### config.mk
export PLATFORM = sky130hd
export DESIGN_NAME = pmra_ram
export DESIGN_NICKNAME = d
export VERILOG_FILES = /design/src/design/pmra_ram.sv
export SDC_FILE = /design/constraint.sdc
export NUM_CORES = 1
export LEC_CHECK = 0
export BUFFER_PORTS_ARGS = -buffer_cell sky130_fd_sc_hd__buf_4
export CAP_MARGIN = 10
export CORE_MARGIN = 3
export CORE_UTILIZATION = 36
export CTS_CLUSTER_SIZE = 20
export DETAILED_ROUTE_END_ITERATION = 10
export PLACE_DENSITY = 0.57
export SLEW_MARGIN = 15
export SYNTH_ARGS = -nofsm -noshare
export SYNTH_HDL_FRONTEND = slang
export SYNTH_SLANG_ARGS = --single-unit
### constraint.sdc
create_clock -name clk -period 4.81 [get_ports clk]
set_input_delay 0.962 -clock clk [delete_from_list [all_inputs] [get_ports clk]]
set_output_delay 0.962 -clock clk [all_outputs]
set_load 0.01 [all_outputs]
### src/design/pmra_ram.sv
// Generic single-port-write, single-port-read RAM with registered read data.
module pmra_ram #(
	parameter int WIDTH = 8,
	parameter int DEPTH = 16
) (
	input  logic                     clk,
	input  logic                     we,
	input  logic [$clog2(DEPTH)-1:0] waddr,
	input  logic [WIDTH-1:0]         wdata,
	input  logic [$clog2(DEPTH)-1:0] raddr,
	output logic [WIDTH-1:0]         rdata
);

	logic [WIDTH-1:0] mem [DEPTH];

	always_ff @(posedge clk) begin
		if (we) begin
			mem[waddr] <= wdata;
		end
		rdata <= mem[raddr];
	end

endmodule

; ---- Word-level counts from Yosys, hierarchy flattened
; Memory sizes are Yosys's and may differ from the RTL's. A register that Yosys moved wholly into a read port is not among the register bits.
; Cells that the tools add are included.
[totals]
input_bits = 18
output_inout_bits = 8
n_memories = 1
mem_bits_rw = 128
regBits = 0
[memory_table]
columns = memory, words, word_bits, rd, rd_ports_with_merged_regs, write_ports, line
row1 = mem, 16, 8, 1, 1, 1, 14  ; logic [WIDTH-1:0] mem [DEPTH];
[classes]
n_mux = 2
[op_table]
columns = op, count
row1 = 2-to-1 mux 1 bit, 2

; ---- Depth between registers and ports, before layout
; Gate-level depths: netlist of the first run.
[depth]
ltp_word = 2
mapped_depth = 5
ltp_nobuf = 3

; ---- Least setup slack after synthesis of the first run
; No wires, ideal clock.
[synth_timing]
kind = input -> register
start = input port waddr[2]
end = memory mem[0][0], enable pin
path_slack_ns = 2.355
t_arrival_ns = 2.072
setup_ns = 0.383
stages = 2
required_time_ns = 4.427
cell_sequence = or3b_2 nor3_1
[synth_rtl]
columns = element, line
row1 = start: declaration, 8  ; input logic [$clog2(DEPTH)-1:0] waddr,
row2 = end: declaration, 14
; No word-level cell before the write port.

; ---- Worst setup path in the final report of the first run
[layout_timing]
start = input port waddr[2]
end = memory mem[0][3], enable pin
; No word-level cell before the write port.

==> results of run 1 <==
==> power groups by stage <==
| stage | registers (mW) | clock network, mW | logic [mW] |
|---|---|---|---|
| after floorplan | 1.36 | 0 | 0.0673 |
| after global placement | 1.36 | 0 | 0.128 |
| after detailed placement | 1.36 | 0 | 0.130 |
| after CTS | 1.33 | 1.28 | 0.131 |
| after global routing | 1.34 | 1.34 | 0.140 |
| final | 1.33 | 1.25 | 0.128 |
==> critical path: stages <==
cell,delay (ns)
buf_4,0.12
or3b_2,0.51
nor3_1,0.77
==> metal layers <==
layer | track usage | vias to the layer above | wire length (µm)
li1 | - | 1047 | -
met1 | 0.189 | 1248 | 4440
met2 | 0.210 | 84 | 4920
met3 | 0.0440 | 7 | 615
met4 | 0.0497 | 0 | 107
met5 | 0 | - | 0
==> worst max path at each step <==
stage	startpoint	to	slack (ns)	cells past startpoint
after floorplan	waddr[2]	mem[0][0]	2.36	2
after global placement	waddr[2]	mem[8][7]	1.95	3
after detailed placement	waddr[2]	mem[0][3]	2.02	3
after CTS	waddr[2]	mem[0][3]	2.48	3
after global routing	waddr[2]	mem[0][3]	2.39	3
final	waddr[2]	mem[0][3]	2.46	3
==> layout make-up <==
class                           count  area [µm²]
Clock buffer                       22         444
Clock inverter                     10         128
Tap cell                          180         225
Fill cell                        1178        7870
Sequential cell                   136        4000
Timing Repair Buffer               27         203
Multi-Input combinational cell     83        1060
==> state kept, by name (all words and copies together) (netlist names) <==
register,cells
rdata,8
mem,128
==> kinds of logic (layout without fill, tap and decap cells) <==
group                  after synthesis  after routing
AO/OA/AOI/OAI                       16             16
flip-flops                         136            136
AND/OR/NAND/NOR                     35             35
multiplexers                        32             32
buffers and inverters               10             59
==> cell usage in the layout, fill, tap and decap left out, drive strengths merged, types with 2 or more instances in the layout <==
cell,instances
a22oi,16
buf,27
bufinv,3
clkbuf,22
clkinv,5
clkinvlp,2
dfxtp,8
edfxtp,128
mux4,32
nand2,9
nand2b,2
nand3b,2
nor2,13
nor3,4
==> stage by stage <==
stage | utilization | cell area, µm² | hold WS (ns) | setup WS, ns
2_1_floorplan | - | 5150 | 0.629 | 2.36
3_3_place_gp | 0.394 | 5490 | 0.656 | 1.95
3_5_place_dp | 0.394 | 5490 | 0.661 | 2.02
4_1_cts | 0.435 | 6070 | 0.674 | 2.48
5_1_grt | 0.435 | 6070 | 0.711 | 2.39
6_report | 0.435 | 6070 | 0.670 | 2.46
==> results.md, run 1 <==
- Maximum clock frequency: 426 MHz
- YS warnings: 0
- Post-placement cell count: 426
- Most common flop cell mapped by yosys: edfxtp_1
- Most common cell in the netlist: edfxtp_1
- RSZ-0062 raised after global routing: false
- Layout area overhead: 17.8%
- Synth Area per Inst: 22.5 µm²
- Pleak: 2.00 nW
- Global-route wire length before repair: 15500 µm
- Worst hold path class: reg -> reg
- Status: finished, final reports clean
- Flops & latches, synth: 136
- Combinational family with the most area after synthesis: multiplexers
- XOR/XNOR Fraction of Synth Area: 0
- # IOs: 26
- CTS Buf Count: 17
- Switch Pwr: 0.525 mW
- Setup TNS: 0 ns
- DR vias: 2386
- Hold Buf Count CTS: 0
- Detail Route Antenna Nets: 0
- Post-synthesis adder-cell area fraction: 0
- DRC violations left: 0
- Largest area contributor in the netlist: edfxtp_1
- # resized after CTS: 0
- Core area: 13900 µm²
- CTS root buf: clkbuf_16
- GP Congestion: 0.753
- Max cap viols: 0
- GRT Residual Overflow: 0
- Internal Power: 2.19 mW
- Final count of pins violating max slew: 0
- Dpl hpwl: 6220 µm
- Switch share: 0.193
- WL per Instance: 22.0 µm
- Setup crit end kind: flop
- Largest net degree at the start of global routing: 33
- Tcrit/Tclk final: 0.488
- Seq pwr share: 0.491
- Total Routing Usage GR: 0.138
- Total Wirelength: 10100 µm
- Area contributors post-synth: edfxtp_1 75%, mux4_2 7.9%, mux4_1 7.1%, dfxtp_1 3.1%, a22oi_1 2.3%
- Fin cells: 458
- Crit Path Category: in -> reg
- Synth top area share: 0.747
- Slew headroom: 0.334
- Synth Instances: 229
- Reg2reg start: mem[0][6]
- Final setup vio count: 0
- Nets: 283
- Post-synthesis sequential area ratio: 0.778
- R2R Path End: rdata[6]
- Clock slew at reported path FFs: 0.05 ns
- Sink Count: 136
- Final hold vios: 0
- Hold Crit Depth: 3
- IO Port Bufs: 25
- Worst-Skew Late Latency: 0.41 ns
- VDD IR max: 263 µV
- Die area: 15800 µm²
- Worst R2R Path Depth: 3
- R2r setup slk: 3.40 ns
- DR iter-0 viols: 144
- Post-Syn Nets: 247
- Synth Area in Compound Gates: 0.0233
- H-Tree Depth: 4
- Vias per cell: 5.21
- Cell Rows: 43
- Number of flops mapped to enable cells by yosys: 128
- Worst Clk Skew: 0.00893 ns
- Slew @ Worst Pin: 0.996 ns
- Required time of the critical path: 4.83 ns
- Power Density: 447 nW/µm²
- Post-Synth Simple-Gate Area: 0.0318
- Ys async rst share: 0
- DIE HEIGHT: 126 µm
- Clock Tree Buf Depth: 2
- Clock network fraction of total power: 0.462
- Post-CTS Setup Bufs: 0
- Share of cells above drive strength 1: 0.259
- Synthesized cell area: 5150 µm²
- Ant diodes: 0
- Worst hold start: mem[15][4]
- Overall power: 2.71 mW
- Combinational share of power: 0.047
- CTS tree: built
- Crit-path max FO: 8
- Initial antenna violation count: 0
- Post-layout min period: 2.35 ns
- Die width: 126 µm
- Post-synthesis mux area share: 0.150
- Starting Density: 0.369
- Vias in the first global route: 2574
- DR pass1 iterations: 5
- Startpoint types: input pin
- Hold Path End: rdata[4]
- CP arrival: 2.37 ns
- Most frequent cells after synthesis: 128 x edfxtp_1, 18 x mux4_2, 16 x a22oi_1
- Distinct cells, synth: 19
Note: power is estimated with default switching activity, not from simulation.
==> run 2, diff against run 1 <==
Settings changed: ABC_AREA set to 1, PLACE_DENSITY 0.57 to 0.56.
Clock period 4.81 ns to 2.3 ns, I/O delays scaled along.
==> run 2 against run 1 <==
Effect of this change: via count up 56%; combinational power rose to 2.8 times the previous value; critical path depth down 2; sequential share of layout area down 6.4 points; die area up 11%; worst hold slack worse by 0.29 ns; global-route usage up 2.0 points; worst setup slack worse by 1.5 ns; non-clock buffer count up 14; routed wire length up 30%; cell area up 11%; total power up 100%.
==> results.md, run 2 <==
- Status: finished, final reports clean
- Crit path depth: 1
- Global-route wire length before repair: 20700 µm
- Setup TNS: 0 ns
- Startpoint types: flop
- Ys async rst share: 0
- DR vias: 3725
- Area contributors post-synth: edfxtp_1 67%, nand2_1 11%, nand3_1 8.4%, inv_1 6.5%, dfxtp_1 2.8%
- DRC violations left: 0
- Core area: 15400 µm²
- Post-layout min period: 1.37 ns
- R2r setup slk: 1.27 ns
- Synth top area share: 0.667
- WL per Instance: 16.2 µm
- Worst hold path class: in -> reg
- Seq pwr share: 0.507
- Largest area contributor in the netlist: edfxtp_1
- YS warnings: 0
- GRT Residual Overflow: 0
- Multi-input logic area: 1210 µm²
- Hold Crit Depth: 3
- RSZ-0062 raised after global routing: false
- Largest net degree at the start of global routing: 65
- Switch share: 0.219
- Most common cell in the netlist: nand2_1
- # resized after CTS: 0
- Sink Count: 136
- Detail Route Antenna Nets: 0
- Crit Path Category: reg -> out
- Layout area overhead: 16.5%
- Worst path max stage delay: 0.36 ns
- Initial antenna violation count: 0
- Clock network fraction of total power: 0.429
- Die area: 17600 µm²
- Slew @ Worst Pin: 0.655 ns
- Most frequent cells after synthesis: 173 x nand2_1, 128 x edfxtp_1, 100 x inv_1
- Final worst-path setup slack: 0.932 ns
- CP arrival: 0.91 ns
- Tcrit/Tclk final: 0.595
- Most common cell after layout, fill and taps aside: nand2_1
- Final count of pins violating max slew: 0
- Fill count: 1486
- Number of flops mapped to enable cells by yosys: 128
- IO Port Bufs: 25
- Dpl hpwl: 8030 µm
- Ant diodes: 0
- Clock slew at reported path FFs: 0.05 ns
- Nets: 605
- Most common flop cell mapped by yosys: edfxtp_1
- Cell Rows: 45
- VDD IR max: 395 µV
- Worst path bufs/invs: 1
- Overall power: 5.51 mW
- Post-CTS Setup Bufs: 0
- Final hold vios: 0
- Synthesized cell area: 5770 µm²
- Internal Power: 4.30 mW
- Maximum clock frequency: 731 MHz
- Crit-path max FO: 1
- CTS tree: built
- Max reg flops: 128
- Flops & latches, synth: 136
- Worst Clk Skew: 0.00475 ns
- Post-synthesis sequential area ratio: 0.694
- CTS root buf: clkbuf_16
- Most frequent cells in the layout: 173 x nand2_1, 128 x edfxtp_1, 100 x inv_1
- Setup crit end kind: output pin
- Post-Syn Nets: 569
- Synth Instances: 551
- Top reg by flops: mem
- Combinational share of power: 0.064
- Power Density: 820 nW/µm²
- Total Wirelength: 13100 µm
- CTS Buf Count: 17
- Hold Buf Count CTS: 0
- Vias in the first global route: 3577
- GP Congestion: 0.821
- Slowest cell on the critical path: dfxtp_1
- Max cap viols: 0
- Share of cells above drive strength 1: 0.120
- H-Tree Depth: 4
- DR iter-0 viols: 286
- Final setup vio count: 0
- Switch Pwr: 1.20 mW
- Worst-Skew Late Latency: 0.41 ns
- # IOs: 26
- Clock Tree Buf Depth: 2
- CP cell instances: buf_4
- Synth Area per Inst: 10.5 µm²
- DIE HEIGHT: 133 µm
- Required time of the critical path: 1.84 ns
- Distinct cells, synth: 12
- Slew headroom: 0.562
- Register area: 4000 µm²
- Total Routing Usage GR: 0.158
- Vias per cell: 4.59
- Die width: 133 µm
- Starting Density: 0.374
- Worst R2R Path Depth: 6
- DR pass1 iterations: 5
- Pre-CTS setup slack: 0.521 ns
- Critical path's top delay family: flip-flops
- Pleak: 2.89 nW
- Final Util: 0.435
- Largest regs: mem: 128 flops, rdata: 8 flops
==> run 2: worst paths after layout <==
kind / start / endpoint
worst max-delay path: rdata[3] / rdata[3]
worst min-delay path: raddr[3] / rdata[5]
worst max register to register: mem[3][2] / rdata[2]
worst min register to register: mem[12][5] / rdata[5]
==> run 2: power by group through the flow <==
stage / clock, mW / combinational, mW / sequential (mW)
floorplan: 0 / 0.195 / 2.84
CTS: 2.41 / 0.362 / 2.79
global route: 2.51 / 0.399 / 2.79
detailed placement: 0 / 0.360 / 2.84
finish: 2.36 / 0.355 / 2.79
global placement: 0 / 0.358 / 2.84
==> run 2: layout make-up <==
class | instances | area share
well taps | 211 | 0.0393
flip-flops and latches | 136 | 0.596
clock inverters | 10 | 0.00820
inverters | 102 | 0.0570
repair buffers | 41 | 0.0496
clock buffers | 22 | 0.0691
multi-input cells | 289 | 0.181
==> run 2: cells by family (layout without fill, tap and decap cells) <==
group | Yosys count | count (layout) | share of synthesized area
flops | 136 | 136 | 0.694
simple gates | 289 | 289 | 0.210
buf+inv | 126 | 175 | 0.0952
==> run 2: per-stage QoR <==
step	cells	hold slack, ns	area [µm²]
global placement	779	0.648	6200
finish	811	0.378	6720
global route	811	0.399	6720
detailed placement	779	0.673	6200
floorplan	551	0.559	5770
CTS	811	0.364	6720
==> run 2: routing by layer <==
metal  wire length [µm]  GRT usage
met1               6040      0.209
met3                558     0.0335
met2               6330      0.257
met5                  0          0
met4                217     0.0606
